**config.mk**
```make
export PLATFORM = sky130hd
export DESIGN_NAME = mp3d_queue
export DESIGN_NICKNAME = d
export VERILOG_FILES = /design/src/rtl/mp3d_pkg.sv /design/src/rtl/mp3d_queue.sv
export SDC_FILE = /design/constraint.sdc
export NUM_CORES = 1
export LEC_CHECK = 0
export ABC_AREA = 1
export BUFFER_PORTS_ARGS = -buffer_cell sky130_fd_sc_hd__buf_2
export CAP_MARGIN = 20
export CORE_MARGIN = 2
export CORE_UTILIZATION = 56
export CTS_BUF_LIST = sky130_fd_sc_hd__clkbuf_8
export DETAILED_ROUTE_END_ITERATION = 8
export GPL_ROUTABILITY_DRIVEN = 0
export MAX_ROUTING_LAYER = met4
export PLACE_DENSITY = 0.79
export SYNTH_ARGS = -nofsm -noshare
export SYNTH_HDL_FRONTEND = slang
export SYNTH_SLANG_ARGS = --single-unit
```
**constraint.sdc**
```tcl
create_clock -name clk -period 1.98 [get_ports clk]
set_input_delay 0.297 -clock clk [delete_from_list [all_inputs] [get_ports clk]]
set_output_delay 0.297 -clock clk [all_outputs]
set_load 0.02 [all_outputs]
```
**src/rtl/mp3d_pkg.sv**
```systemverilog
// Package for the 3D max pooling stream block.
// Shared types and constants; no dependencies.
`default_nettype none

package mp3d_pkg;

    // Configuration port geometry.
    localparam int CFG_IDX_W  = 3;
    localparam int CFG_DATA_W = 16;

    // Register indexes on the configuration port.
    localparam logic [CFG_IDX_W-1:0] REG_POOL_X = 3'd0;
    localparam logic [CFG_IDX_W-1:0] REG_POOL_Y = 3'd1;
    localparam logic [CFG_IDX_W-1:0] REG_POOL_Z = 3'd2;
    localparam logic [CFG_IDX_W-1:0] REG_VOL_X  = 3'd3;
    localparam logic [CFG_IDX_W-1:0] REG_VOL_Y  = 3'd4;
    localparam logic [CFG_IDX_W-1:0] REG_VOL_Z  = 3'd5;

    // Depth of the queue between the front and the back part.
    localparam int QUEUE_DEPTH = 4;
    localparam int QUEUE_PTR_W = 2;

    // Register file contents after range clamping.
    typedef struct packed {
        logic [6:0]  pool_x;
        logic [6:0]  pool_y;
        logic [6:0]  pool_z;
        logic [12:0] vol_x;
        logic [12:0] vol_y;
        logic [15:0] vol_z;
    } cfg_t;

    // Per-voxel control produced by the front part.
    typedef struct packed {
        logic        first;
        logic        emit;
        logic        last;
        logic [11:0] out_x;
        logic [11:0] out_y;
        logic [15:0] out_z;
    } ctl_t;

    // Sequencer states of the cell-count derivation.
    typedef enum logic [1:0] {
        CFG_IDLE,
        CFG_LOAD,
        CFG_DIV,
        CFG_RED
    } cfg_state_t;

endpackage

`default_nettype wire

```
**src/rtl/mp3d_queue.sv**
```systemverilog
// Short register queue between the front and the back part.
// Depends on mp3d_pkg.
`default_nettype none

module mp3d_queue #(
    parameter int W = 8
) (
    input  wire logic         clk,
    input  wire logic         rst_n,
    input  wire logic         push,
    input  wire logic [W-1:0] wr_data,
    output logic              full,
    input  wire logic         pop,
    output logic              valid,
    output logic [W-1:0]      rd_data
);

    localparam int PW = mp3d_pkg::QUEUE_PTR_W;

    logic [W-1:0]  slot_reg [mp3d_pkg::QUEUE_DEPTH];
    logic [PW-1:0] wr_ptr_reg, wr_ptr_next;
    logic [PW-1:0] rd_ptr_reg, rd_ptr_next;
    logic [PW:0]   cnt_reg, cnt_next;

    assign full    = (cnt_reg == (PW+1)'(mp3d_pkg::QUEUE_DEPTH));
    assign valid   = (cnt_reg != '0);
    assign rd_data = slot_reg[rd_ptr_reg];

    // Pointer and fill count update.
    always_comb
    begin
        wr_ptr_next = push ? wr_ptr_reg + PW'(1) : wr_ptr_reg;
        rd_ptr_next = pop  ? rd_ptr_reg + PW'(1) : rd_ptr_reg;
        cnt_next    = cnt_reg;
        if (push && !pop)
            cnt_next = cnt_reg + (PW+1)'(1);
        else if (pop && !push)
            cnt_next = cnt_reg - (PW+1)'(1);
    end

    always_ff @(posedge clk or negedge rst_n)
    begin
        if (!rst_n)
        begin
            wr_ptr_reg <= '0;
            rd_ptr_reg <= '0;
            cnt_reg    <= '0;
        end
        else
        begin
            wr_ptr_reg <= wr_ptr_next;
            rd_ptr_reg <= rd_ptr_next;
            cnt_reg    <= cnt_next;
        end
    end

    // Slot storage.
    always_ff @(posedge clk)
    begin
        if (push)
            slot_reg[wr_ptr_reg] <= wr_data;
    end

endmodule

`default_nettype wire

```
==> run metrics, run 1 <==
run status finished clean; vias 1,067; largest family of logic cells by synthesized area buffers and inverters; post-route setup slack 0.272 ns; Critical Path End Type output port; max frequency 0.585 GHz; CP Data Required Time 1.68 ns; CTS Root Buffer Type clkbuf_8; All-Layer GR Usage 19.8%; RR Endpoint slot_reg[1][7]$_DFFE_PP_; Post-synth ARST share 17.9%; most numerous cell in the Yosys netlist nand2_1; vias in the first global route 1,011; cell accounting for the most synthesized area edfxtp_1; CP Max Fanout 9; I/O pin count 22; cells after synthesis 142; dpl ws 0.441 ns; ys flop type edfxtp_1; adder-cell share of the synthesized area 4.83%; drt first-iter violations 26; Yosys reg bits 39; mean post-synth cell area 12.0 µm²; largest net degree at the start of global routing 19; Worst slew margin 72.6%; final setup violation count 0; switching part of the total 38.3%; Layout area overhead 12.2%; max_cap viols 0; post-cts resize count 0; Worst Setup Start Kind register; CTS HTree Levels 2; Post-DRT Antenna Nets 0; fin crit share 86.3%; layout cells sized above 1 19.0%; initial core utilization 57.4%; CTS Sinks 39; Seq/Total Area, Yosys 66.5%; first-pass GRT wire length 4.68 mm; max reg flops 32; most frequent cells after synthesis 38 x nand2_1, 32 x edfxtp_1, 27 x inv_1; global route overflow 0; post-detailed-placement half-perimeter wirelength 2.04 mm; RSZ-0062 raised after global routing no; WHS Path Cells 1; CTS tree built; Synthesized Nets 160; Pint 1740 µW; Max IR drop VDD 840 µV; Lkg Pwr 0.000870 µW; Synth Area in Compound Gates 7.61%; HP Class input port to register; via/cell ratio 5.31; PortBufs 21; placement row count 20; Tmin final 1.71 ns; EDFF count, synth 32; TNS Setup 0 ns; WHS 0.230 ns; mux cell area share after synthesis 0%; post-route DRC violation count 0; slowest CP cell dfrtp_1; slowest stage delay, CP 0.59 ns; Flop pwr share 43.6%; antenna violations before repair 0; Clock transition at path regs 0.07 ns; most area-consuming cells after synthesis edfxtp_1 56%, dfrtp_1 10%, nand2_1 8.3%; CTS Buffer Depth 2; Clock power frac 18.5%; first-pass iteration count of the detailed router 5; max-slew violation count 0; DR WL/cell 14.7 µm; full die area 3510 µm²; xor-xnor portion of the synthesized cell area 2.05%; core box area 2980 µm²; reg2reg path depth 4; Setup CP Type register to output port; Hold Path End slot_reg[3][1]$_DFFE_PP_; Die X 59.2 µm; worst-margin pin slew 0.411 ns; Post-Route WL 2.95 mm; pwr/cell area 1470 nW/µm²; Cell Area, Synth 1710 µm²; reg2reg start wr_ptr_reg[1]$_DFFE_PN0P_; Clk Latency, worst-skew pair 0.28 ns; Die Height 59.2 µm; Yosys warning count 0; number of buffers created by CTS 5; CP Cell Sequence inv_4, o211ai_1, nand2_1, buf_2; clk_skew 0.00494 ns; Worst Min Path Start wr_data[1]; Gate power share 37.9%; sw power 1080 µW; Ant. Diodes 0; final hold vios 0; Final #Nets 185; CP arrival 1.41 ns; top cell type's share of synthesized area 56.2%; Yosys cell types 19; Worst R2R Setup Slack 0.61 ns; simple-gate portion of the synthesized area 9.52%
power groups by stage:
stage / Combinational [µW] / Clock [µW] / Sequential, µW
2_1_floorplan: 852 / 0 / 1180
3_3_place_gp: 1010 / 0 / 1230
3_5_place_dp: 1080 / 0 / 1240
4_1_cts: 1080 / 536 / 1230
5_1_grt: 1180 / 581 / 1250
6_report: 1070 / 520 / 1230
cell type report:
cell class	count	area, µm²
Timing Repair Buffer	24	130
Inverter	28	108
Clock buffer	6	82.6
Clock inverter	2	8.76
Tap cell	33	41.3
Fill cell	231	1060
Sequential cell	39	1140
Multi-Input combinational cell	69	410
kinds of logic after synthesis:
kind of cell             count (synthesis)
AO/OA/AOI/OAI                           17
XOR/XNOR                                 4
adder cells (fa/ha/maj)                  6
buffers and inverters                   34
flip-flops                              39
AND/OR/NAND/NOR                         42
cell usage in the layout (no fill, tap or decap), types with 2 or more instances in the layout:
cell type	n
buf_4	2
ha_1	5
nand2_1	38
edfxtp_1	32
inv_1	28
clkbuf_8	6
dfrtp_1	7
xor2_1	3
buf_2	21
o211ai_1	15
worst max-delay path: cells and delay by family (launching register included):
family,cells,cell delay (ns)
flip-flops,1,0.59
buffers and inverters,2,0.30
AO/OA/AOI/OAI,1,0.14
AND/OR/NAND/NOR,1,0.10
metal layers:
layer / GRT usage, % / share of wire [%] / up-vias
met3: 4.80 / 3.0 / 8
met4: 9.74 / 2.1 / 0
li1: - / - / 514
met5: - / 0 / -
met2: 32.0 / 53 / 26
met1: 23.1 / 42 / 519
what timing repair did:
| item | 4_1_cts | 5_1_grt |
|---|---|---|
| setup buffers | 0 | 0 |
| endpoints found under the hold margin | 7 | 0 |
| hold buffers | 1 | 0 |
worst max path at each step:
stage                              startpoint                endpoint  slack (ns)  cells after the start
global placement                         push  cnt_reg[2]$_DFFE_PN0P_        0.57                      8
CTS                 rd_ptr_reg[1]$_DFFE_PN0P_              rd_data[5]        0.27                      4
global route        rd_ptr_reg[1]$_DFFE_PN0P_              rd_data[5]        0.20                      4
finish              rd_ptr_reg[1]$_DFFE_PN0P_              rd_data[5]        0.27                      4
floorplan                                 pop  cnt_reg[2]$_DFFE_PN0P_        0.73                      8
detailed placement                       push  cnt_reg[2]$_DFFE_PN0P_        0.44                      8
through the flow:
| stage | utilization (%) | power, µW | cell area (µm²) | cells |
|---|---|---|---|---|
| finish | 64.4 | 2820 | 1920 | 201 |
| global route | 64.4 | 3010 | 1920 | 201 |
| CTS | 64.4 | 2850 | 1920 | 201 |
| detailed placement | 61.0 | 2320 | 1820 | 192 |
| global placement | 61.0 | 2240 | 1820 | 192 |
| floorplan | - | 2040 | 1710 | 142 |
(Power assumes the default switching activity.)
==> run 2: changes to the inputs <==
--- a/config.mk
+++ b/config.mk
@@ -8,7 +8,7 @@
 export ABC_AREA = 1
 export BUFFER_PORTS_ARGS = -buffer_cell sky130_fd_sc_hd__buf_2
 export CAP_MARGIN = 20
-export CORE_MARGIN = 2
+export CORE_MARGIN = 1
 export CORE_UTILIZATION = 56
 export CTS_BUF_LIST = sky130_fd_sc_hd__clkbuf_8
 export DETAILED_ROUTE_END_ITERATION = 8
==> run 2 against run 1 <==
Effect of this change:
- via count down 3.8%
- clock power rose by 45%
- first-iteration DRC count unchanged
- non-clock buffer count down 1
- global-route usage is 1.4 points higher
- the run now ends with DRC left
- sequential share of layout area fell by 0.95 points
- fmax down 0.30%
==> run metrics, run 2 (same netlist as run 1, synthesis figures left out) <==
PortBufs 21; Lkg Pwr 0.000883 µW; Die X 57.2 µm; largest net degree at the start of global routing 33; global route overflow 0; number of buffers created by CTS 5; antenna violations before repair 0; final setup violation count 0; postcts setup bufs 0; first-pass iteration count of the detailed router 6; Clock power frac 25.1%; Ant. Diodes 0; Setup CP Type register to output port; GR Util met1 26.5%; DR WL/cell 13.8 µm; final hold vios 0; dpl ws 0.495 ns; HP Class input port to register; failing checks DRC; most common cell after layout, fill and taps aside nand2_1; core box area 2830 µm²; Placement Cell Area 1810 µm²; Max IR drop VDD 968 µV; pwr/cell area 1540 nW/µm²; CP Max Fanout 32; Final #Nets 184; I/O pin count 22; post-route DRC violation count 4; Top cell by count, worst path nand2_1; CP Cell Sequence buf_4, nand2_1, o211ai_1, nand2_1, buf_2; fin crit share 86.5%; CP Data Required Time 1.68 ns; vias 1,026; Gate power share 33.9%; switching part of the total 35.4%; Worst Setup Start Kind register; Critical Path End Type output port; met2 GRT Util 30.8%; CTS Buffer Depth 2; Clk Latency, worst-skew pair 0.29 ns; slowest CP cell dfrtp_1; WHS 0.223 ns; placement row count 19; Pint 1950 µW; All-Layer GR Usage 21.2%; Clock transition at path regs 0.07 ns; max-slew violation count 0; post-cts resize count 0; clk_skew 0.00508 ns; Tmin final 1.71 ns; Flop pwr share 41.0%; first-pass GRT wire length 4.67 mm; run status complete, but fails checks; via/cell ratio 5.18; Post-DRT Antenna Nets 0; drt first-iter violations 26; CP arrival 1.42 ns; RSZ-0062 raised after global routing no; CTS Sinks 39; Top Usage Layer GRT met2; Fillers 210; CTS HTree Levels 2; Layout area overhead 14.0%; max_cap viols 0; vias in the first global route 1,013; layout cells sized above 1 18.6%; CTS Root Buffer Type clkbuf_8; sw power 1060 µW; full die area 3280 µm²; most frequent cells in the layout 38 x nand2_1, 32 x edfxtp_1, 28 x inv_1, 21 x buf_2, 15 x o211ai_1; slowest stage delay, CP 0.38 ns; Die Height 57.2 µm; post-route cell area 1950 µm²; Post-Route WL 2.73 mm; worst-margin pin slew 0.400 ns; post-detailed-placement half-perimeter wirelength 1.91 mm; met3 Use GR 7.94%; CTS tree built; TNS Setup 0 ns; max frequency 0.584 GHz; hold_buf cts 1; Worst slew margin 73.3%; post-route setup slack 0.267 ns; max reg flops 32; initial core utilization 60.4%
-- run 2: cell types whose count changed in the layout (fill, tap and decap cells not counted), sizes merged --
cell / change
buf: -1
bufinv: +2
clkbuf: -1
clkinv: -1
-- run 2: worst paths after layout --
check	startpoint	to	slack, ns	cells after the start
setup / recovery	rd_ptr_reg[0]$_DFFE_PN0P_	rd_data[0]	0.27	5
hold / removal	wr_data[6]	slot_reg[1][6]$_DFFE_PP_	0.22	1
setup reg to reg	wr_ptr_reg[0]$_DFFE_PN0P_	slot_reg[0][4]$_DFFE_PP_	0.61	4
hold reg to reg	rd_ptr_reg[0]$_DFFE_PN0P_	rd_ptr_reg[0]$_DFFE_PN0P_	0.50	1
max in group asynchronous	rst_n	rd_ptr_reg[0]$_DFFE_PN0P_	1.45	2
min in group asynchronous	rst_n	rd_ptr_reg[1]$_DFFE_PN0P_	0.37	2
-- run 2: stage by stage --
stage          power, µW  std cells  util [%]
2_1_floorplan       2040        142         -
3_3_place_gp        2220        189      63.8
3_5_place_dp        2280        189      63.8
4_1_cts             3040        198      68.9
5_1_grt             3210        198      68.9
6_report            3010        198      68.9
-- run 2: final cells by class --
| type | count | area, µm² | share of cell area (%) |
|---|---|---|---|
| well taps | 31 | 38.8 | 1.99 |
| inverters | 28 | 108 | 5.52 |
| clock buffers | 5 | 68.8 | 3.53 |
| repair buffers | 23 | 123 | 6.29 |
| flip-flops and latches | 39 | 1140 | 58.3 |
| clock inverters | 3 | 63.8 | 3.28 |
| multi-input cells | 69 | 410 | 21.1 |
-- run 2: worst max-delay path: cells and delay by family (launching register included) --
kind / cells / cell delay [ns]
AOI/OAI and AO/OA: 1 / 0.09
DFF: 1 / 0.38
and+or+nand+nor: 2 / 0.18
buffers and inverters: 2 / 0.47
-- run 2: metal layers --
layer	share of wire (%)	vias up
met5	0	-
met4	1.9	0
met3	5.3	7
met2	48	22
met1	45	484
li1	-	513
-- run 2: power groups by stage --
| stage | logic (µW) | clock network, µW | registers, µW |
|---|---|---|---|
| floorplan | 852 | 0 | 1180 |
| global placement | 981 | 0 | 1240 |
| detailed placement | 1030 | 0 | 1250 |
| CTS | 1030 | 770 | 1240 |
| global route | 1140 | 806 | 1260 |
| finish | 1020 | 754 | 1230 |
