<file path="src/rtl/mp3d_pkg.sv">
// Package for the 3D max pooling stream block.
// Shared types and constants; no dependencies.
`default_nettype none

package mp3d_pkg;

    // Configuration port geometry.
    localparam int CFG_IDX_W  = 3;
    localparam int CFG_DATA_W = 16;

    // Register indexes on the configuration port.
    localparam logic [CFG_IDX_W-1:0] REG_POOL_X = 3'd0;
    localparam logic [CFG_IDX_W-1:0] REG_POOL_Y = 3'd1;
    localparam logic [CFG_IDX_W-1:0] REG_POOL_Z = 3'd2;
    localparam logic [CFG_IDX_W-1:0] REG_VOL_X  = 3'd3;
    localparam logic [CFG_IDX_W-1:0] REG_VOL_Y  = 3'd4;
    localparam logic [CFG_IDX_W-1:0] REG_VOL_Z  = 3'd5;

    // Depth of the queue between the front and the back part.
    localparam int QUEUE_DEPTH = 4;
    localparam int QUEUE_PTR_W = 2;

    // Register file contents after range clamping.
    typedef struct packed {
        logic [6:0]  pool_x;
        logic [6:0]  pool_y;
        logic [6:0]  pool_z;
        logic [12:0] vol_x;
        logic [12:0] vol_y;
        logic [15:0] vol_z;
    } cfg_t;

    // Per-voxel control produced by the front part.
    typedef struct packed {
        logic        first;
        logic        emit;
        logic        last;
        logic [11:0] out_x;
        logic [11:0] out_y;
        logic [15:0] out_z;
    } ctl_t;

    // Sequencer states of the cell-count derivation.
    typedef enum logic [1:0] {
        CFG_IDLE,
        CFG_LOAD,
        CFG_DIV,
        CFG_RED
    } cfg_state_t;

endpackage

`default_nettype wire

</file>
<file path="src/rtl/mp3d_front.sv">
// Front part: raster position counters, window classification, store address.
// Depends on mp3d_pkg.
`default_nettype none

module mp3d_front #(
    parameter int SAMPLE_BITS     = 16,
    parameter int MAX_PLANE_CELLS = 65536,
    parameter int MAX_POOL        = 64,
    parameter int MAX_EXTENT      = 4096
) (
    input  wire logic                       clk,
    input  wire logic                       rst_n,
    input  wire logic                       s_tvalid,
    output logic                            s_tready,
    input  wire logic [15:0]                s_tdata,
    input  wire logic                       s_tuser,
    input  wire mp3d_pkg::cfg_t             cfg,
    input  wire logic [((MAX_PLANE_CELLS > 2) ? $clog2(MAX_PLANE_CELLS) : 1)-1:0] cam,
    input  wire logic                       cfg_busy,
    input  wire logic                       q_full,
    output logic                            push,
    output logic [((MAX_PLANE_CELLS > 2) ? $clog2(MAX_PLANE_CELLS) : 1)-1:0] push_addr,
    output logic [SAMPLE_BITS-1:0]          push_sample,
    output mp3d_pkg::ctl_t                  push_ctl
);

    localparam int AW     = (MAX_PLANE_CELLS > 2) ? $clog2(MAX_PLANE_CELLS) : 1;
    localparam int VX_MAX = (MAX_EXTENT < 8191) ? MAX_EXTENT : 8191;
    localparam int CW     = (VX_MAX > 2) ? $clog2(VX_MAX) : 1;
    localparam int PMAX   = (MAX_POOL < 127) ? MAX_POOL : 127;
    localparam int PW     = (PMAX > 2) ? $clog2(PMAX) : 1;
    localparam logic [AW:0] MOD = (AW+1)'(MAX_PLANE_CELLS);

    // Addition of two residues modulo the store depth.
    function automatic logic [AW-1:0] mod_add(input logic [AW-1:0] a, input logic [AW-1:0] b);
        logic [AW:0] s;
        s = {1'b0, a} + {1'b0, b};
        if (s >= MOD)
            s = s - MOD;
        return s[AW-1:0];
    endfunction

    logic [CW-1:0] col_reg,  col_next,  e_col;
    logic [PW-1:0] cp_reg,   cp_next,   e_cp;
    logic [CW-1:0] cc_reg,   cc_next,   e_cc;
    logic [AW-1:0] ccm_reg,  ccm_next,  e_ccm;
    logic [CW-1:0] row_reg,  row_next,  e_row;
    logic [PW-1:0] rp_reg,   rp_next,   e_rp;
    logic [CW-1:0] cr_reg,   cr_next,   e_cr;
    logic [AW-1:0] rb_reg,   rb_next,   e_rb;
    logic [15:0]   sl_reg,   sl_next,   e_sl;
    logic [PW-1:0] sp_reg,   sp_next,   e_sp;
    logic [15:0]   cs_reg,   cs_next,   e_cs;

    logic x_end, y_end, z_end, wx_end, wy_end, wz_end;
    logic sov;

    assign s_tready = !cfg_busy && !q_full;
    assign push     = s_tvalid && s_tready;
    assign sov      = s_tuser;

    // A start mark clears the position before the voxel is placed.
    assign e_col = sov ? '0 : col_reg;
    assign e_cp  = sov ? '0 : cp_reg;
    assign e_cc  = sov ? '0 : cc_reg;
    assign e_ccm = sov ? '0 : ccm_reg;
    assign e_row = sov ? '0 : row_reg;
    assign e_rp  = sov ? '0 : rp_reg;
    assign e_cr  = sov ? '0 : cr_reg;
    assign e_rb  = sov ? '0 : rb_reg;
    assign e_sl  = sov ? '0 : sl_reg;
    assign e_sp  = sov ? '0 : sp_reg;
    assign e_cs  = sov ? '0 : cs_reg;

    // Edge of volume and edge of window along each axis.
    assign x_end  = 13'(e_col) >= (cfg.vol_x - 13'd1);
    assign y_end  = 13'(e_row) >= (cfg.vol_y - 13'd1);
    assign z_end  = e_sl >= (cfg.vol_z - 16'd1);
    assign wx_end = x_end || (7'(e_cp) >= (cfg.pool_x - 7'd1));
    assign wy_end = y_end || (7'(e_rp) >= (cfg.pool_y - 7'd1));
    assign wz_end = z_end || (7'(e_sp) >= (cfg.pool_z - 7'd1));

    // Queue word for this voxel.
    always_comb
    begin
        push_addr      = mod_add(e_rb, e_ccm);
        push_sample    = s_tdata[SAMPLE_BITS-1:0];
        push_ctl.first = (e_cp == '0) && (e_rp == '0) && (e_sp == '0);
        push_ctl.emit  = wx_end && wy_end && wz_end;
        push_ctl.last  = x_end && y_end && z_end;
        push_ctl.out_x = 12'(e_cc);
        push_ctl.out_y = 12'(e_cr);
        push_ctl.out_z = e_cs;
    end

    // Raster advance.
    always_comb
    begin
        col_next = col_reg;
        cp_next  = cp_reg;
        cc_next  = cc_reg;
        ccm_next = ccm_reg;
        row_next = row_reg;
        rp_next  = rp_reg;
        cr_next  = cr_reg;
        rb_next  = rb_reg;
        sl_next  = sl_reg;
        sp_next  = sp_reg;
        cs_next  = cs_reg;
        if (push)
        begin
            col_next = e_col;
            cp_next  = e_cp;
            cc_next  = e_cc;
            ccm_next = e_ccm;
            row_next = e_row;
            rp_next  = e_rp;
            cr_next  = e_cr;
            rb_next  = e_rb;
            sl_next  = e_sl;
            sp_next  = e_sp;
            cs_next  = e_cs;
            if (!x_end)
            begin
                col_next = e_col + CW'(1);
                if (wx_end)
                begin
                    cp_next  = '0;
                    cc_next  = e_cc + CW'(1);
                    ccm_next = mod_add(e_ccm, AW'(1));
                end
                else
                begin
                    cp_next = e_cp + PW'(1);
                end
            end
            else
            begin
                col_next = '0;
                cp_next  = '0;
                cc_next  = '0;
                ccm_next = '0;
                if (!y_end)
                begin
                    row_next = e_row + CW'(1);
                    if (wy_end)
                    begin
                        rp_next = '0;
                        cr_next = e_cr + CW'(1);
                        rb_next = mod_add(e_rb, cam);
                    end
                    else
                    begin
                        rp_next = e_rp + PW'(1);
                    end
                end
                else
                begin
                    row_next = '0;
                    rp_next  = '0;
                    cr_next  = '0;
                    rb_next  = '0;
                    if (!z_end)
                    begin
                        sl_next = e_sl + 16'd1;
                        if (wz_end)
                        begin
                            sp_next = '0;
                            cs_next = e_cs + 16'd1;
                        end
                        else
                        begin
                            sp_next = e_sp + PW'(1);
                        end
                    end
                    else
                    begin
                        sl_next = '0;
                        sp_next = '0;
                        cs_next = '0;
                    end
                end
            end
        end
    end

    always_ff @(posedge clk or negedge rst_n)
    begin
        if (!rst_n)
        begin
            col_reg <= '0;
            cp_reg  <= '0;
            cc_reg  <= '0;
            ccm_reg <= '0;
            row_reg <= '0;
            rp_reg  <= '0;
            cr_reg  <= '0;
            rb_reg  <= '0;
            sl_reg  <= '0;
            sp_reg  <= '0;
            cs_reg  <= '0;
        end
        else
        begin
            col_reg <= col_next;
            cp_reg  <= cp_next;
            cc_reg  <= cc_next;
            ccm_reg <= ccm_next;
            row_reg <= row_next;
            rp_reg  <= rp_next;
            cr_reg  <= cr_next;
            rb_reg  <= rb_next;
            sl_reg  <= sl_next;
            sp_reg  <= sp_next;
            cs_reg  <= cs_next;
        end
    end

endmodule

`default_nettype wire

</file>
<file path="config.mk">
export PLATFORM = sky130hd
export DESIGN_NAME = mp3d_front
export DESIGN_NICKNAME = d
export VERILOG_FILES = /design/src/rtl/mp3d_pkg.sv /design/src/rtl/mp3d_front.sv
export SDC_FILE = /design/constraint.sdc
export NUM_CORES = 1
export LEC_CHECK = 0
export ABC_AREA = 1
export BUFFER_PORTS_ARGS = -buffer_cell sky130_fd_sc_hd__buf_2
export CAP_MARGIN = 20
export CELL_PAD_IN_SITES_DETAIL_PLACEMENT = 1
export CELL_PAD_IN_SITES_GLOBAL_PLACEMENT = 1
export CORE_MARGIN = 4
export CORE_UTILIZATION = 40
export DETAILED_ROUTE_END_ITERATION = 6
export HOLD_SLACK_MARGIN = 0.02
export PLACE_DENSITY = 0.83
export SLEW_MARGIN = 10
export SYNTH_ARGS = -nofsm -noshare
export SYNTH_HDL_FRONTEND = slang
export SYNTH_SLANG_ARGS = --single-unit
</file>
<file path="constraint.sdc">
create_clock -name clk -period 8.1 [get_ports clk]
set_input_delay 1.215 -clock clk [delete_from_list [all_inputs] [get_ports clk]]
set_output_delay 1.215 -clock clk [all_outputs]
set_load 0.02 [all_outputs]
</file>
==> insert_results.sql <==
INSERT INTO impl_metrics (metric_group, metric, value, unit) VALUES
('cells_and_area', 'layout.nets', '2244', ''),
('worst_setup_path', 'path_class', 'in -> out', ''),
('placed_design', 'dp_worst_setup_slack', '2090', 'ps'),
('cts', 'clkSinkCount', '130', ''),
('yosys', 'yosys_register_bits', '130', ''),
('yosys', 'synth_area', '12800', 'µm²'),
('worst_setup_path', 'cp-endpoint', 'push_ctl[40]', ''),
('sta', 'timing.max_slew.rel_slack', '29.7', '%'),
('pwr', 'reported_leakage_power', '7.46', 'nW'),
('run', 'max_cap_viol_count', '0', ''),
('worst_setup_path', 'end_kind', 'output pin', ''),
('route', 'route.vias.total', '13100', ''),
('cts', 'tritoncts', 'done', ''),
('route', 'final_antenna_net_count', '0', ''),
('route', 'detail_route.drc_violations', '0', ''),
('worst_setup_path', 'cp_common_cell', 'nand2_1', ''),
('sta', 'worst_slack_setup_final', '2050', 'ps'),
('cts', 'post_cts_buffers', '0', ''),
('pwr', 'power_density', '158', 'nW/µm²'),
('yosys', 'async_flop_share', '100', '%'),
('sta', 'report.final.hold_viol_count', '0', ''),
('placed_design', 'hpwlAfterDp', '30.4', 'mm'),
('sta', 'final_min_period_over_clock_period', '74.6', '%'),
('pwr', 'power_frac_seq', '35.1', '%'),
('worst_setup_path', 'timing.rr.end', 'cs_reg[13]$_DFFE_PN0P_', ''),
('global_route', 'grt_usage', '22.7', '%'),
('worst_setup_path', 'cp_top_family', 'buffers and inverters', ''),
('worst_setup_path', 'slowest_delay', '790', 'ps'),
('yosys', 'syn-num-nets', '2152', ''),
('sta', 'timing.final.max_slew_violations', '0', ''),
('yosys', 'ys.warnings.count', '0', ''),
('route', 'drt-pass1-iter-count', '5', ''),
('cells_and_area', 'final_common_cell', 'nand2_1', ''),
('sta', 'slew_worst_pin', '1050', 'ps'),
('cts', 'clk_path_buf_depth', '2', ''),
('run_status', 'run_status', 'finished clean', ''),
('worst_setup_path', 'cp-startpoint', 's_tuser', ''),
('die', 'die_height', '187', 'µm'),
('die', 'die_area', '35000', 'µm²'),
('route', 'dr_vias_cell', '5.37', ''),
('cts', 'ctsHtreeMaxLevel', '4', ''),
('yosys', 'synth.yosys.seq_area_share', '25.4', '%'),
('sta', 'whs', '482', 'ps'),
('placed_design', 'io_buffer_count', '145', ''),
('sta', 'rsz0062_at_grt', 'no', ''),
('cts', 'clock_tree.root_cell', 'clkbuf_16', ''),
('sta', 'sum_neg_setup_slack', '0', 'ps'),
('global_route', 'first_pass_grt_wire_length', '66.9', 'mm'),
('route', 'drt_first_iter_violations', '640', ''),
('yosys', 'avgSynthCellArea', '6.60', 'µm²'),
('worst_setup_path', 'critical_path_required', '6880', 'ps'),
('pwr', 'clockPowerShare', '33.0', '%'),
('placed_design', 'gpl.final_weighted_congestion', '0.896', ''),
('worst_setup_path', 'worst-r2r-setup-slack', '4250', 'ps'),
('worst_setup_path', 'cell_depth_of_the_worst_setup_path', '17', ''),
('worst_setup_path', 'critical_path_peak_fanout', '58', ''),
('yosys', 'synth_flop_cell', 'dfrtp_1', ''),
('cells_and_area', 'layout-drive-gt1-share', '11.3', '%'),
('worst_setup_path', 'worst_r2r_startpoint', 'col_reg[3]$_DFFE_PN0P_', ''),
('route', 'totalWireLength', '40.4', 'mm'),
('worst_setup_path', 'cp_slowest_cell', 'inv_2', ''),
('worst_setup_path', 'timing.reg2reg.worst_path_depth', '16', ''),
('pwr', 'ir_worst_vdd', '0.144', 'mV'),
('die', 'design.portCount', '178', ''),
('global_route', 'grt_pass1_vias', '13800', ''),
('cts', 'clk-insertion-delay-late', '430', 'ps'),
('global_route', 'overflow_left_after_global_routing', '0', ''),
('cells_and_area', 'n_fill_cell', '4252', ''),
('pwr', 'switching_share', '37.4', '%'),
('cells_and_area', 'flow.area_growth_from_synthesis', '10.4', '%'),
('cts', 'postCtsResizedCells', '0', '');
==> logic make-up after synthesis <==
group                    count (synthesis)  share of synthesized area, %
buffers and inverters                  369                          12.4
adder cells (fa/ha/maj)                109                          10.8
flip-flops                             130                          25.4
AND/OR/NAND/NOR                        994                          34.3
AO/OA/AOI/OAI                          237                          10.1
XOR/XNOR                               103                          7.04
==> how the worst min path moves through the flow <==
stage	startpoint	to	slack, ps	cells past startpoint
after floorplan	cs_reg[12]$_DFFE_PN0P_	cs_reg[12]$_DFFE_PN0P_	450	2
after global placement	cs_reg[11]$_DFFE_PN0P_	cs_reg[11]$_DFFE_PN0P_	460	2
after detailed placement	cr_reg[9]$_DFFE_PN0P_	cr_reg[9]$_DFFE_PN0P_	470	2
after CTS	cr_reg[9]$_DFFE_PN0P_	cr_reg[9]$_DFFE_PN0P_	490	2
after global routing	sp_reg[2]$_DFFE_PN0P_	sp_reg[2]$_DFFE_PN0P_	510	2
final	cs_reg[11]$_DFFE_PN0P_	cs_reg[11]$_DFFE_PN0P_	480	2
==> layout make-up <==
cell class	instances	area [µm²]	area share [%]
multi-input cells	1443	7970	56.3
inverters	290	1090	7.70
flip-flops and latches	130	3250	23.0
well taps	402	503	3.56
clock inverters	11	88.8	0.628
repair buffers	152	783	5.54
clock buffers	20	457	3.23
==> layer usage <==
layer	share of wire [%]	global-route usage, %	up-vias
li1	-	-	6441
met1	45	28.9	6401
met2	49	40.2	244
met3	3.6	2.80	49
met4	2.1	7.03	0
met5	0	0	-
==> through the flow <==
step / area (µm²) / total power, mW / instances / util (%)
after CTS: 14100 / 2.25 / 2448 / 44.8
after floorplan: 12800 / 1.29 / 1942 / -
final: 14100 / 2.24 / 2448 / 44.8
after global placement: 13600 / 1.47 / 2417 / 43.1
after detailed placement: 13600 / 1.51 / 2417 / 43.1
after global routing: 14100 / 2.38 / 2448 / 44.8
==> worst register-to-register path: stages (launching register included) <==
cell,delay [ps]
dfrtp_1,380
inv_1,110
nor2_1,100
ha_1,370
nand2_1,60
inv_1,70
nand3_1,70
nand3_1,80
nand2_1,60
nand2_1,60
nand2_1,50
nand2_1,90
nand2_4,180
nand2_2,640
nand3_1,950
nand3_1,370
nand2_1,80
==> Yosys cell counts, types with 4 or more instances <==
library cell,number,share of area (%)
o21ai_1,14,0.55
inv_2,5,0.15
nor2_2,7,0.34
xor2_1,59,4.0
nor4_1,7,0.34
xnor2_1,44,3.0
ha_1,107,10
nor2_1,222,6.5
buf_2,21,0.82
a21oi_1,61,2.4
nand2_2,6,0.29
nand4_1,56,2.7
o22ai_1,35,1.7
nand3b_1,4,0.23
inv_1,284,8.3
buf_6,13,1.1
dfrtp_1,130,25
nand3_1,163,6.4
nor3_2,8,0.62
nand3_2,4,0.31
nand2_1,463,14
o21bai_1,9,0.53
nor3_1,36,1.4
a21o_1,6,0.35
nand2_4,5,0.44
buf_1,4,0.12
o21ai_0,103,4.0
nor2_4,4,0.35
buf_4,22,1.3
clkbuf_1,19,0.56
==> power by group through the flow <==
| stage | clock [mW] | sequential [mW] | combinational, mW |
|---|---|---|---|
| floorplan | 0 | 0.781 | 0.508 |
| CTS | 0.747 | 0.785 | 0.718 |
| global placement | 0 | 0.790 | 0.678 |
| finish | 0.737 | 0.786 | 0.714 |
| global route | 0.778 | 0.796 | 0.801 |
| detailed placement | 0 | 0.794 | 0.712 |
Note: power is estimated with default switching activity, not from simulation.
