--- config.mk ---
export PLATFORM = sky130hd
export DESIGN_NAME = mp3d_cfg
export DESIGN_NICKNAME = d
export VERILOG_FILES = /design/src/rtl/mp3d_pkg.sv /design/src/rtl/mp3d_cfg.sv
export SDC_FILE = /design/constraint.sdc
export NUM_CORES = 1
export LEC_CHECK = 0
export BUFFER_PORTS_ARGS = -buffer_cell sky130_fd_sc_hd__clkbuf_2
export CAP_MARGIN = 20
export CORE_MARGIN = 2
export CORE_UTILIZATION = 60
export CTS_BUF_LIST = sky130_fd_sc_hd__clkbuf_8 sky130_fd_sc_hd__clkbuf_16
export CTS_CLUSTER_DIAMETER = 50
export DETAILED_ROUTE_END_ITERATION = 16
export GPL_ROUTABILITY_DRIVEN = 0
export PLACE_DENSITY = 0.82
export SYNTH_ARGS = -nofsm -noshare
export SYNTH_HDL_FRONTEND = slang
export SYNTH_SLANG_ARGS = --single-unit
--- constraint.sdc ---
create_clock -name clk -period 4.32 [get_ports clk]
set_input_delay 0.648 -clock clk [delete_from_list [all_inputs] [get_ports clk]]
set_output_delay 0.648 -clock clk [all_outputs]
set_load 0.01 [all_outputs]
--- src/rtl/mp3d_pkg.sv ---
// Package for the 3D max pooling stream block.
// Shared types and constants; no dependencies.
`default_nettype none

package mp3d_pkg;

    // Configuration port geometry.
    localparam int CFG_IDX_W  = 3;
    localparam int CFG_DATA_W = 16;

    // Register indexes on the configuration port.
    localparam logic [CFG_IDX_W-1:0] REG_POOL_X = 3'd0;
    localparam logic [CFG_IDX_W-1:0] REG_POOL_Y = 3'd1;
    localparam logic [CFG_IDX_W-1:0] REG_POOL_Z = 3'd2;
    localparam logic [CFG_IDX_W-1:0] REG_VOL_X  = 3'd3;
    localparam logic [CFG_IDX_W-1:0] REG_VOL_Y  = 3'd4;
    localparam logic [CFG_IDX_W-1:0] REG_VOL_Z  = 3'd5;

    // Depth of the queue between the front and the back part.
    localparam int QUEUE_DEPTH = 4;
    localparam int QUEUE_PTR_W = 2;

    // Register file contents after range clamping.
    typedef struct packed {
        logic [6:0]  pool_x;
        logic [6:0]  pool_y;
        logic [6:0]  pool_z;
        logic [12:0] vol_x;
        logic [12:0] vol_y;
        logic [15:0] vol_z;
    } cfg_t;

    // Per-voxel control produced by the front part.
    typedef struct packed {
        logic        first;
        logic        emit;
        logic        last;
        logic [11:0] out_x;
        logic [11:0] out_y;
        logic [15:0] out_z;
    } ctl_t;

    // Sequencer states of the cell-count derivation.
    typedef enum logic [1:0] {
        CFG_IDLE,
        CFG_LOAD,
        CFG_DIV,
        CFG_RED
    } cfg_state_t;

endpackage

`default_nettype wire

--- src/rtl/mp3d_cfg.sv ---
// Configuration registers and the derivation of the cells per output row.
// Depends on mp3d_pkg.
`default_nettype none

module mp3d_cfg #(
    parameter int MAX_PLANE_CELLS = 65536,
    parameter int MAX_POOL        = 64,
    parameter int MAX_EXTENT      = 4096
) (
    input  wire logic                             clk,
    input  wire logic                             rst_n,
    input  wire logic                             cfg_we,
    input  wire logic [mp3d_pkg::CFG_IDX_W-1:0]   cfg_index,
    input  wire logic [mp3d_pkg::CFG_DATA_W-1:0]  cfg_data,
    output mp3d_pkg::cfg_t                        cfg,
    output logic [((MAX_PLANE_CELLS > 2) ? $clog2(MAX_PLANE_CELLS) : 1)-1:0] cam,
    output logic                                  busy
);

    localparam int AW = (MAX_PLANE_CELLS > 2) ? $clog2(MAX_PLANE_CELLS) : 1;
    localparam int DIV_STEPS = 14;

    mp3d_pkg::cfg_t     cfg_reg;
    mp3d_pkg::cfg_state_t state_reg, state_next;
    logic [AW-1:0]      cam_reg;
    logic [13:0]        n_reg;
    logic [13:0]        q_reg;
    logic [6:0]         rem_reg;
    logic [3:0]         cnt_reg;

    logic               wr_hit;
    logic               do_load, do_step, do_red, do_done;
    logic [6:0]         pool_v;
    logic [6:0]         pool_c;
    logic [12:0]        vol_v;
    logic [12:0]        vol_c;
    logic [15:0]        volz_c;
    logic [7:0]         rem_sh;
    logic               ge;
    logic               q_big;

    // Range clamping of the incoming write data.
    assign pool_v = cfg_data[6:0];
    assign vol_v  = cfg_data[12:0];
    assign pool_c = (pool_v == 7'd0) ? 7'd1 :
                    ((32'(pool_v) > MAX_POOL) ? 7'(MAX_POOL) : pool_v);
    assign vol_c  = (vol_v == 13'd0) ? 13'd1 :
                    ((32'(vol_v) > MAX_EXTENT) ? 13'(MAX_EXTENT) : vol_v);
    assign volz_c = (cfg_data == 16'd0) ? 16'd1 : cfg_data;

    assign wr_hit = cfg_we && (cfg_index <= mp3d_pkg::REG_VOL_Z);

    // Register file.
    always_ff @(posedge clk or negedge rst_n)
    begin
        if (!rst_n)
        begin
            cfg_reg.pool_x <= 7'd1;
            cfg_reg.pool_y <= 7'd1;
            cfg_reg.pool_z <= 7'd1;
            cfg_reg.vol_x  <= 13'd1;
            cfg_reg.vol_y  <= 13'd1;
            cfg_reg.vol_z  <= 16'd1;
        end
        else if (cfg_we)
        begin
            unique case (cfg_index)
                mp3d_pkg::REG_POOL_X: cfg_reg.pool_x <= pool_c;
                mp3d_pkg::REG_POOL_Y: cfg_reg.pool_y <= pool_c;
                mp3d_pkg::REG_POOL_Z: cfg_reg.pool_z <= pool_c;
                mp3d_pkg::REG_VOL_X:  cfg_reg.vol_x  <= vol_c;
                mp3d_pkg::REG_VOL_Y:  cfg_reg.vol_y  <= vol_c;
                mp3d_pkg::REG_VOL_Z:  cfg_reg.vol_z  <= volz_c;
                default:              cfg_reg        <= cfg_reg;
            endcase
        end
    end

    // One restoring division step on the ceiling dividend.
    assign rem_sh = {rem_reg, n_reg[13]};
    assign ge     = rem_sh >= {1'b0, cfg_reg.pool_x};
    assign q_big  = 32'(q_reg) >= MAX_PLANE_CELLS;

    // Sequencer next state.
    always_comb
    begin
        state_next = state_reg;
        unique case (state_reg)
            mp3d_pkg::CFG_IDLE: if (wr_hit) state_next = mp3d_pkg::CFG_LOAD;
            mp3d_pkg::CFG_LOAD: state_next = wr_hit ? mp3d_pkg::CFG_LOAD : mp3d_pkg::CFG_DIV;
            mp3d_pkg::CFG_DIV:
            begin
                if (wr_hit)
                    state_next = mp3d_pkg::CFG_LOAD;
                else if (cnt_reg == 4'(DIV_STEPS - 1))
                    state_next = mp3d_pkg::CFG_RED;
            end
            mp3d_pkg::CFG_RED:
            begin
                if (wr_hit)
                    state_next = mp3d_pkg::CFG_LOAD;
                else if (!q_big)
                    state_next = mp3d_pkg::CFG_IDLE;
            end
            default: state_next = mp3d_pkg::CFG_IDLE;
        endcase
    end

    // Sequencer outputs.
    always_comb
    begin
        busy    = (state_reg != mp3d_pkg::CFG_IDLE);
        do_load = (state_reg == mp3d_pkg::CFG_LOAD);
        do_step = (state_reg == mp3d_pkg::CFG_DIV);
        do_red  = (state_reg == mp3d_pkg::CFG_RED) && q_big;
        do_done = (state_reg == mp3d_pkg::CFG_RED) && !q_big && !wr_hit;
    end

    always_ff @(posedge clk or negedge rst_n)
    begin
        if (!rst_n)
        begin
            state_reg <= mp3d_pkg::CFG_IDLE;
            cam_reg   <= AW'(1);
        end
        else
        begin
            state_reg <= state_next;
            if (do_done)
                cam_reg <= AW'(q_reg);
        end
    end

    // Divider and modulo reduction datapath.
    always_ff @(posedge clk)
    begin
        if (do_load)
        begin
            n_reg   <= 14'(cfg_reg.vol_x) + 14'(cfg_reg.pool_x) - 14'd1;
            q_reg   <= 14'd0;
            rem_reg <= 7'd0;
            cnt_reg <= 4'd0;
        end
        else if (do_step)
        begin
            n_reg   <= {n_reg[12:0], 1'b0};
            q_reg   <= {q_reg[12:0], ge};
            rem_reg <= ge ? 7'(rem_sh - {1'b0, cfg_reg.pool_x}) : rem_sh[6:0];
            cnt_reg <= cnt_reg + 4'd1;
        end
        else if (do_red)
        begin
            q_reg <= q_reg - 14'(MAX_PLANE_CELLS);
        end
    end

    assign cfg = cfg_reg;
    assign cam = cam_reg;

endmodule

`default_nettype wire

==> results.py, run 1 <==
metrics = {
    "detailed_routing": {
        "final_antenna_violating_net_count": 0,
        "violation_count_after_the_first_detailed_routing_iteration": 245,
        "post-route-drc-count": 0,
        "firstDrtPassIters": 7,
        "routed_wl_mm": 13.6,
        "vias_per_cell": 5.65,
        "num_vias": 4494,
        "route.detailed.wl_per_inst_um": 17.1,
    },
    "cts": {
        "clk_root_buf": "sky130_fd_sc_hd__clkbuf_8",
        "clkSlewWorstSetupHoldPaths_ps": 60,
        "clk_path_buf_depth": 2,
        "clock-sinks": 118,
        "post_cts_buffers": 0,
        "cts_tree": "built",
        "cts_resized": 0,
        "cts_buffers": 17,
        "clk_latency_ps": 520,
        "holdBufCountCts": 0,
        "cts.htree.levels": 4,
    },
    "setup_path": {
        "criticalPathCategory": "reg2reg",
        "worstSetupEndpointType": "flip-flop",
        "cp-start-kind": "flip-flop",
        "critical_path_arrival_ps": 3090,
        "worst-endpoint-required_ps": 4600,
        "worst-path-max-fanout": 3,
    },
    "timing": {
        "timing_worst_slew_pin_value_ps": 967,
        "final-hold-violation-count": 0,
        "post_route_minimum_period_ps": 2810,
        "post-route-period-util_pct": 65.0,
        "clock_tree_skew_after_final_layout_ps": 9.27,
        "timing.slew.headroom_pct": 35.5,
        "timing.final.max_slew_violations": 0,
        "setup_tns_ps": 0,
        "setup_viol_count_final": 0,
        "rsz0062_at_grt": "no",
        "max_clock_freq_ghz": 0.356,
    },
    "synthesis": {
        "yosys.area_share.xor_xnor_pct": 1.96,
        "synth_simple_gate_area_share_pct": 12.4,
        "syn_inst": 558,
        "synth_fa_ha_area_share_pct": 7.80,
        "postSynth.topFlopCell": "sky130_fd_sc_hd__dfrtp_1",
        "yosysSeqAreaShare_pct": 50.1,
        "synthMuxAreaShare_pct": 11.6,
        "synth.lib_cells_used.distinct": 56,
        "postSynthAreaPerCell_um2": 10.4,
        "number_of_warnings_issued_by_yosys": 0,
        "synth_top_cells_by_area": "sky130_fd_sc_hd__dfrtp_1 (31%), sky130_fd_sc_hd__mux2_2 (8.7%), sky130_fd_sc_hd__dfxtp_1 (8.6%)",
        "combinational_family_with_the_most_area_after_synthesis": "simple AND/OR/NAND/NOR gates",
        "synth_enable_flop_cells": 14,
        "synthDominantAreaCellType": "sky130_fd_sc_hd__dfrtp_1",
        "synthesis.area_um2": 5810,
        "postSynth.asyncResetShare_pct": 66.9,
        "synth_top_area_share_pct": 31.0,
        "synth_compound_gate_area_share_pct": 11.5,
        "synth_seq_cells": 118,
    },
    "global_routing": {
        "remaining_global_route_overflow": 0,
        "groute.usage.overall_pct": 27.5,
        "grt_max_degree": 80,
        "grt_pass1_vias": 4429,
        "antenna_found_initial": 0,
        "grtUsageMet3_pct": 8.21,
        "grt_first_pass_wirelength_mm": 21.7,
        "met1_usage_pct": 34.8,
        "grt.busiest_layer": "met2",
        "met2_global_route_usage_pct": 43.8,
    },
    "die": {
        "row_count": 35,
        "floorplan.die.height_um": 102,
        "die_area_um2": 10500,
        "design.portCount": 102,
        "core_um2": 9330,
        "start_util_pct": 62.2,
        "die_width_um": 102,
    },
    "power": {
        "vdd.ir_drop.worst_v": 0.000391,
        "power-per-cell-area_nw_per_um2": 636,
        "total_power_uw": 4400,
        "total_leakage_power_uw": 0.00323,
    },
    "cells_and_area": {
        "finish.net_count": 711,
        "fin_util_pct": 74.1,
        "largest_reg_flops": 63,
        "antenna-diode-count": 0,
        "drive_gt1_share_pct": 28.5,
        "layout.cells.non_filler": 795,
        "area_growth_syn_to_layout_pct": 19.0,
        "fin_area_um2": 6910,
    },
    "placed_design": {
        "place_hpwl_mm": 9.21,
        "placed_cell_area_um2": 6370,
        "port-buffer-count": 99,
        "placed_cells_incl_taps": 764,
    },
    "outcome": {
        "status": "finished, final reports clean",
    },
    "min_path": {
        "timing.hold.worst.class": "in2async",
    },
    "job": {
        "drv_cap": 0,
    },
}
[cells in the mapped netlist (all sizes together) (2+ instances only)]
cell type,number
nor2b,5
ha,33
nor4,3
a31o,2
a311oi,2
nand4,5
nand3,7
mux2i,15
o22ai,2
dfstp,7
dfxtp,25
o211ai,4
mux2,46
a21boi,2
inv,41
nor2,45
o21ai,49
nand2b,17
a21o,4
dfrtp,72
a21oi,20
a211oi,10
xnor2,6
nor3,3
clkbuf,15
edfxtp,14
buf,10
fa,2
nand2,63
o311ai,2
a41oi,2
a31oi,5
xor2,7
[kinds of logic after synthesis]
group                      count (synthesis)
other                                      1
DFF                                      118
xor gates and xnor gates                  13
AOI/OAI and AO/OA                        108
buffers and inverters                     66
muxes                                     61
and+or+nand+nor                          156
adders and majority gates                 35
[path summary, 6_finish.rpt]
| path | startpoint | slack [ps] | endpoint | cells after the start |
|---|---|---|---|---|
| worst max-delay path | cfg[57] | 1510 | n_reg[11] | 10 |
| worst min-delay path | rst_n | 270 | cfg[9] | 1 |
| worst max register to register | cfg[57] | 1510 | n_reg[11] | 10 |
| worst min register to register | cfg[0] | 490 | cfg[0] | 2 |
| max in group asynchronous | rst_n | 3420 | cam[13] | 1 |
| min in group clk | cfg_data[15] | 380 | cfg[15] | 2 |
[through the flow]
stage / worst slack [ps] / hold slack [ps]
4_1_cts: 1540 / 309
5_1_grt: 1390 / 357
3_5_place_dp: 1580 / 473
6_report: 1510 / 269
3_3_place_gp: 1710 / 464
2_1_floorplan: 1770 / 352
[cell usage in the layout (no fill, tap or decap), types with 2 or more instances in the layout]
cell / synthesis / routed
sky130_fd_sc_hd__clkbuf_2: 0 / 98
sky130_fd_sc_hd__dfrtp_1: 72 / 72
sky130_fd_sc_hd__nand2_1: 63 / 63
sky130_fd_sc_hd__o21ai_0: 47 / 47
sky130_fd_sc_hd__mux2_2: 45 / 45
sky130_fd_sc_hd__nor2_1: 44 / 44
sky130_fd_sc_hd__inv_1: 41 / 42
sky130_fd_sc_hd__ha_1: 33 / 33
sky130_fd_sc_hd__dfxtp_1: 25 / 25
sky130_fd_sc_hd__a21oi_1: 20 / 20
sky130_fd_sc_hd__nand2b_1: 17 / 17
sky130_fd_sc_hd__clkbuf_16: 0 / 16
sky130_fd_sc_hd__mux2i_1: 15 / 15
sky130_fd_sc_hd__edfxtp_1: 14 / 14
sky130_fd_sc_hd__a211oi_1: 8 / 8
sky130_fd_sc_hd__xor2_1: 7 / 7
sky130_fd_sc_hd__nand3_1: 7 / 7
sky130_fd_sc_hd__dfstp_2: 7 / 7
sky130_fd_sc_hd__xnor2_1: 6 / 6
sky130_fd_sc_hd__nand4_1: 5 / 5
sky130_fd_sc_hd__nor2b_1: 5 / 5
sky130_fd_sc_hd__a21o_1: 4 / 4
sky130_fd_sc_hd__o211ai_1: 4 / 4
sky130_fd_sc_hd__a31oi_1: 4 / 4
sky130_fd_sc_hd__clkinvlp_4: 0 / 4
sky130_fd_sc_hd__nor3_1: 3 / 3
sky130_fd_sc_hd__nor4_1: 3 / 3
sky130_fd_sc_hd__clkinv_4: 0 / 3
sky130_fd_sc_hd__inv_6: 0 / 3
sky130_fd_sc_hd__buf_4: 4 / 3
sky130_fd_sc_hd__o21ai_1: 2 / 2
sky130_fd_sc_hd__o22ai_1: 2 / 2
sky130_fd_sc_hd__a211oi_2: 2 / 2
sky130_fd_sc_hd__a31o_1: 2 / 2
sky130_fd_sc_hd__a41oi_1: 2 / 2
sky130_fd_sc_hd__fa_1: 2 / 2
sky130_fd_sc_hd__conb_1: 1 / 2
[power breakdown]
part / switching [uW] / internal, uW / total [uW]
clock network: 531 / 762 / 1290
logic: 918 / 643 / 1560
registers: 137 / 1410 / 1540
[critical path, stage by stage (launching register included)]
cell and delay (ps):
sky130_fd_sc_hd__dfrtp_1 370, sky130_fd_sc_hd__inv_1 110, sky130_fd_sc_hd__ha_1 290, sky130_fd_sc_hd__inv_1 50
sky130_fd_sc_hd__ha_1 240, sky130_fd_sc_hd__fa_1 430, sky130_fd_sc_hd__a211oi_1 350, sky130_fd_sc_hd__o211ai_1 180
sky130_fd_sc_hd__a21boi_1 200, sky130_fd_sc_hd__xnor2_1 80, sky130_fd_sc_hd__mux2_2 260
[routing by layer]
| layer | wire (um) | part of all wire, % | vias to the layer above |
|---|---|---|---|
| met3 | 955 | 7.0 | 43 |
| met5 | 0 | 0 | - |
| met2 | 6590 | 49 | 167 |
| met4 | 412 | 3.0 | 0 |
| li1 | - | - | 2131 |
| met1 | 5620 | 41 | 2153 |
[cell type report]
| cell class | count | area, um^2 |
|---|---|---|
| clock buffers | 17 | 414 |
| clock inverters | 14 | 128 |
| fillers | 630 | 2420 |
| inverters | 41 | 154 |
| multi-input cells | 375 | 2630 |
| flip-flops and latches | 118 | 2910 |
| well taps | 129 | 161 |
| repair buffers | 101 | 513 |
No activity file was read; power rests on OpenSTA's default activity.
==> run 2: changes to the inputs <==
CORE_UTILIZATION = 56   (was 60)
PLACE_DENSITY = 0.77   (was 0.82)
clock period = 2.8 ns   (was 4.32 ns; I/O delays follow)
==> run 2 against run 1 <==
Compared with the run above:
- via count fell by 3.5%
- largest power group unchanged
- clock power up 60%
- total power up 55%
- global-route usage down 2.9 points
- clock skew fell by 3.1 ps
- setup slack got worse by 1300 ps
- combinational power increased by 53%
- cell count rose by 1.4%
- register-to-register slack got worse by 1300 ps
==> results.py, run 2 (same netlist as run 1, synthesis figures left out) <==
metrics = {
    "outcome": {
        "status": "finished, final reports clean",
    },
    "cells_and_area": {
        "drive_gt1_share_pct": 29.4,
        "finish.net_count": 714,
        "final_cell_mix": "sky130_fd_sc_hd__clkbuf_2 (98), sky130_fd_sc_hd__dfrtp_1 (72), sky130_fd_sc_hd__nand2_1 (63), sky130_fd_sc_hd__o21ai_0 (47), sky130_fd_sc_hd__mux2_2 (45)",
        "area_growth_syn_to_layout_pct": 20.2,
        "fin_util_pct": 68.5,
        "antenna-diode-count": 0,
        "mostFrequentLayoutCell": "sky130_fd_sc_hd__clkbuf_2",
        "largest_reg_flops": 63,
    },
    "timing": {
        "timing.slew.headroom_pct": 35.4,
        "clock_tree_skew_after_final_layout_ps": 6.17,
        "final-hold-violation-count": 0,
        "rsz0062_at_grt": "no",
        "setup_viol_count_final": 0,
        "post-route-period-util_pct": 93.9,
        "max_clock_freq_ghz": 0.380,
        "timing_worst_slew_pin_value_ps": 969,
        "setup_tns_ps": 0,
        "timing.final.max_slew_violations": 0,
        "post_route_minimum_period_ps": 2630,
        "timing.final.ws_setup_ps": 171,
    },
    "die": {
        "die_area_um2": 11200,
        "die_width_um": 106,
        "core_um2": 10200,
        "row_count": 37,
        "start_util_pct": 57.0,
        "floorplan.die.height_um": 106,
        "design.portCount": 102,
    },
    "job": {
        "drv_cap": 0,
    },
    "detailed_routing": {
        "violation_count_after_the_first_detailed_routing_iteration": 217,
        "route.detailed.wl_per_inst_um": 16.1,
        "post-route-drc-count": 0,
        "routed_wl_mm": 13.0,
        "num_vias": 4338,
        "firstDrtPassIters": 5,
        "final_antenna_violating_net_count": 0,
        "vias_per_cell": 5.38,
    },
    "power": {
        "power.internal_uw": 4430,
        "power.combinational.fraction_pct": 35.0,
        "power.sequential.fraction_pct": 34.6,
        "vdd.ir_drop.worst_v": 0.000596,
        "power-per-cell-area_nw_per_um2": 980,
        "switching_pwr_uw": 2400,
        "share_clk_of_total_power_pct": 30.3,
        "switching_share_pct": 35.1,
        "total_leakage_power_uw": 0.00326,
    },
    "cts": {
        "cts.htree.levels": 4,
        "clock-sinks": 118,
        "clkSlewWorstSetupHoldPaths_ps": 60,
        "clk_latency_ps": 520,
        "clk_root_buf": "sky130_fd_sc_hd__clkbuf_8",
        "cts_buffers": 17,
        "cts_tree": "built",
        "clk_path_buf_depth": 2,
        "holdBufCountCts": 0,
    },
    "setup_path": {
        "critical_path_arrival_ps": 2900,
        "worst-endpoint-required_ps": 3070,
        "worstSetupPathDepth": 10,
        "criticalPathCategory": "reg2reg",
        "r2r_slack_ps": 170,
        "crit_chain": "inv_1 > ha_1 > inv_1 > ha_1 > fa_2 > a211oi_2 > o211ai_1 > a21boi_1 > xnor2_1 > mux2_2",
        "reg2reg_depth": 10,
        "critical_path.max_stage_delay_ps": 390,
        "r2r_start": "cfg[57]",
        "cpLargestDelayFamily": "adder cells",
        "timing.critical_path.slowest_stage_cell": "sky130_fd_sc_hd__fa_2",
        "path_buf_inv": 2,
        "timing.critical_path.from": "cfg[57]",
        "cp-start-kind": "flip-flop",
        "worst-path-max-fanout": 3,
        "worstSetupEndpointType": "flip-flop",
    },
    "placed_design": {
        "pre_cts_slack_ps": 83.4,
        "place_hpwl_mm": 9.13,
        "port-buffer-count": 99,
    },
    "global_routing": {
        "remaining_global_route_overflow": 0,
        "antenna_found_initial": 0,
        "groute.usage.overall_pct": 24.6,
        "grt_first_pass_wirelength_mm": 21.5,
        "grt_max_degree": 80,
        "grt_pass1_vias": 4418,
    },
    "min_path": {
        "timing.hold.worst.class": "in2async",
    },
}
[run 2: power groups by stage]
stage	Clock (uW)	Combinational (uW)	Sequential, uW
CTS	2110	2380	2370
finish	2070	2390	2370
global placement	0	2270	2370
global route	2170	2660	2410
floorplan	0	1670	2420
detailed placement	0	2350	2390
[run 2: what timing repair did]
| item | in CTS | in global routing |
|---|---|---|
| gates resized for setup | 0 | 2 |
| setup buffers | 0 | 0 |
| endpoints found under the setup margin | 0 | 1 |
[run 2: layer usage]
| layer | part of all wire, % | track usage, % | vias up |
|---|---|---|---|
| met5 | 0 | 0 | - |
| met4 | 1.3 | 8.08 | 0 |
| met3 | 4.9 | 7.42 | 15 |
| met2 | 50 | 40.9 | 102 |
| met1 | 44 | 30.7 | 2085 |
| li1 | - | - | 2136 |
[run 2: through the flow]
step	cells	hold slack (ps)	power (uW)	area (um^2)
3_3_place_gp	774	464	4640	6400
6_report	806	45.0	6830	6980
4_1_cts	806	70.1	6860	6970
5_1_grt	806	121	7240	6980
2_1_floorplan	559	124	4090	5810
3_5_place_dp	774	470	4740	6400
[run 2: worst paths after layout]
kind	to
worst max-delay path	n_reg[11]
worst min register to register	cfg[26]
min in group clk	cfg[15]
worst max register to register	n_reg[11]
worst min-delay path	cam[1]
max in group asynchronous	cfg[18]
[run 2: area by class of cell]
| type | count | area (um^2) |
|---|---|---|
| clock buffer | 17 | 414 |
| clock inverter | 15 | 155 |
| fill | 773 | 3210 |
| inverter | 41 | 154 |
| multi-input combinational | 375 | 2640 |
| sequential | 118 | 2910 |
| tap | 136 | 170 |
| timing repair buffer | 104 | 536 |
==> run 3: changes to the inputs <==
==> constraint.sdc (replaced) <==
create_clock -name clk -period 2.8 [get_ports clk]
set_input_delay 0.56 -clock clk [delete_from_list [all_inputs] [get_ports clk]]
set_output_delay 0.56 -clock clk [all_outputs]
set_load 0.01 [all_outputs]
==> run 3 against run 2 <==
Compared with the run above:
- non-clock buffer count increased by 4
- cell area grew 1.3%
- cell count rose by 0.50%
- critical path type unchanged
==> results.py, run 3 (same netlist as run 1, synthesis figures left out) <==
metrics = {
    "die": {
        "die_width_um": 106,
        "start_util_pct": 57.0,
        "row_count": 37,
        "design.portCount": 102,
        "die_area_um2": 11200,
        "core_um2": 10200,
        "floorplan.die.height_um": 106,
    },
    "detailed_routing": {
        "post-route-drc-count": 0,
        "route.detailed.wl_per_inst_um": 16.2,
        "vias_per_cell": 5.44,
        "firstDrtPassIters": 4,
        "num_vias": 4407,
        "final_antenna_violating_net_count": 0,
        "routed_wl_mm": 13.1,
        "violation_count_after_the_first_detailed_routing_iteration": 224,
    },
    "placed_design": {
        "port-buffer-count": 99,
        "placed_cells_incl_taps": 775,
        "placed_cell_area_um2": 6410,
        "place_hpwl_mm": 9.07,
    },
    "job": {
        "drv_cap": 0,
    },
    "cts": {
        "cts_buffers": 17,
        "clkSlewWorstSetupHoldPaths_ps": 60,
        "cts.htree.levels": 4,
        "holdBufCountCts": 0,
        "cts_tree": "built",
        "clock-sinks": 118,
        "clk_latency_ps": 520,
        "clk_path_buf_depth": 2,
        "clk_root_buf": "sky130_fd_sc_hd__clkbuf_8",
    },
    "timing": {
        "post-route-period-util_pct": 93.8,
        "max_clock_freq_ghz": 0.381,
        "post_route_minimum_period_ps": 2630,
        "clock_tree_skew_after_final_layout_ps": 2.92,
        "final-hold-violation-count": 0,
        "setup_tns_ps": 0,
        "timing.final.max_slew_violations": 0,
        "timing.slew.headroom_pct": 35.4,
        "rsz0062_at_grt": "no",
        "setup_viol_count_final": 0,
        "whs_ps": 175,
        "timing_worst_slew_pin_value_ps": 969,
    },
    "cells_and_area": {
        "mostFrequentLayoutCell": "sky130_fd_sc_hd__clkbuf_2",
        "fill_cells": 744,
        "finish.net_count": 718,
        "antenna-diode-count": 0,
        "largest_reg_flops": 63,
        "fin_util_pct": 69.4,
        "layout.cells.non_filler": 810,
        "area_growth_syn_to_layout_pct": 21.7,
        "fin_area_um2": 7070,
        "drive_gt1_share_pct": 29.7,
        "final_cell_mix": "sky130_fd_sc_hd__clkbuf_2 (98), sky130_fd_sc_hd__dfrtp_1 (72), sky130_fd_sc_hd__nand2_1 (63), sky130_fd_sc_hd__o21ai_0 (47), sky130_fd_sc_hd__mux2_2 (45)",
    },
    "setup_path": {
        "worst-endpoint-required_ps": 3070,
        "worst-path-max-fanout": 3,
        "criticalPathCategory": "reg2reg",
        "cp-start-kind": "flip-flop",
        "worstSetupEndpointType": "flip-flop",
        "critical_path_arrival_ps": 2900,
    },
    "global_routing": {
        "grt_first_pass_wirelength_mm": 21.5,
        "antenna_found_initial": 0,
        "groute.usage.overall_pct": 24.7,
        "grt_pass1_vias": 4451,
        "remaining_global_route_overflow": 0,
        "grt_max_degree": 80,
    },
    "outcome": {
        "status": "finished, final reports clean",
    },
    "power": {
        "total_leakage_power_uw": 0.00332,
        "power-per-cell-area_nw_per_um2": 1010,
        "vdd.ir_drop.worst_v": 0.000485,
    },
    "min_path": {
        "timing.hold.worst.class": "in2async",
    },
}
==> run 3: changes by cell type in the layout (fill, tap and decap cells not counted), moves of 2 or more <==
| cell | change |
|---|---|
| sky130_fd_sc_hd__buf_4 | +4 |
| sky130_fd_sc_hd__bufinv_16 | +2 |
| sky130_fd_sc_hd__clkinv_2 | -4 |
| sky130_fd_sc_hd__clkinv_4 | -2 |
| sky130_fd_sc_hd__clkbuf_8 | +3 |
==> run 3: final timing paths <==
| path | startpoint | to | slack (ps) | depth (start not counted) |
|---|---|---|---|---|
| max | cfg[57] | n_reg[11] | 170 | 10 |
| min | rst_n | cam[13] | 180 | 1 |
| max reg2reg | cfg[57] | n_reg[11] | 170 | 10 |
| min reg2reg | cfg[20] | cfg[20] | 480 | 2 |
| max in group asynchronous | rst_n | cfg[44] | 1980 | 1 |
| min in group clk | cfg_data[14] | cfg[14] | 280 | 2 |
==> run 3: report_power, final <==
part	switching, uW	internal [uW]	leakage [uW]
clock	773	1510	0.000311
sequential	198	2170	0.00135
combinational	1430	1020	0.00166
==> run 3: critical path, stage by stage (launching register included) <==
cell                       delay (ps)
sky130_fd_sc_hd__dfrtp_1          360
sky130_fd_sc_hd__inv_2             70
sky130_fd_sc_hd__ha_1             270
sky130_fd_sc_hd__inv_1             40
sky130_fd_sc_hd__ha_1             230
sky130_fd_sc_hd__fa_2             410
sky130_fd_sc_hd__a211oi_2         260
sky130_fd_sc_hd__o211ai_1         180
sky130_fd_sc_hd__a21boi_1         220
sky130_fd_sc_hd__xnor2_1           90
sky130_fd_sc_hd__mux2_2           260
==> run 3: metal layers <==
layer  track usage [%]  up-vias  routed length, um
met5                 0        -                  0
met4              8.93        0                300
met3              7.61       28                718
met2              39.2      122               6310
met1              32.0     2105               5780
li1                  -     2152                  -
==> run 3: final cells by class <==
class / instances / area, um^2 / area share (%)
inverters: 41 / 154 / 2.18
repair buffers: 108 / 566 / 8.00
multi-input cells: 375 / 2640 / 37.4
well taps: 136 / 170 / 2.41
clock inverters: 12 / 175 / 2.48
flip-flops and latches: 118 / 2910 / 41.1
clock buffers: 20 / 455 / 6.44
==> run 3: what timing repair did <==
item / in CTS / in global routing
endpoints found under the setup margin: 0 / 2
resized for setup: 0 / 3
setup buffers: 0 / 3
==> run 3: per-stage QoR <==
stage / setup WS [ps] / total power, uW
finish: 173 / 7110
global route: 18.8 / 7510
CTS: 96.2 / 7080
detailed placement: 108 / 4750
global placement: 176 / 4640
floorplan: 246 / 4090
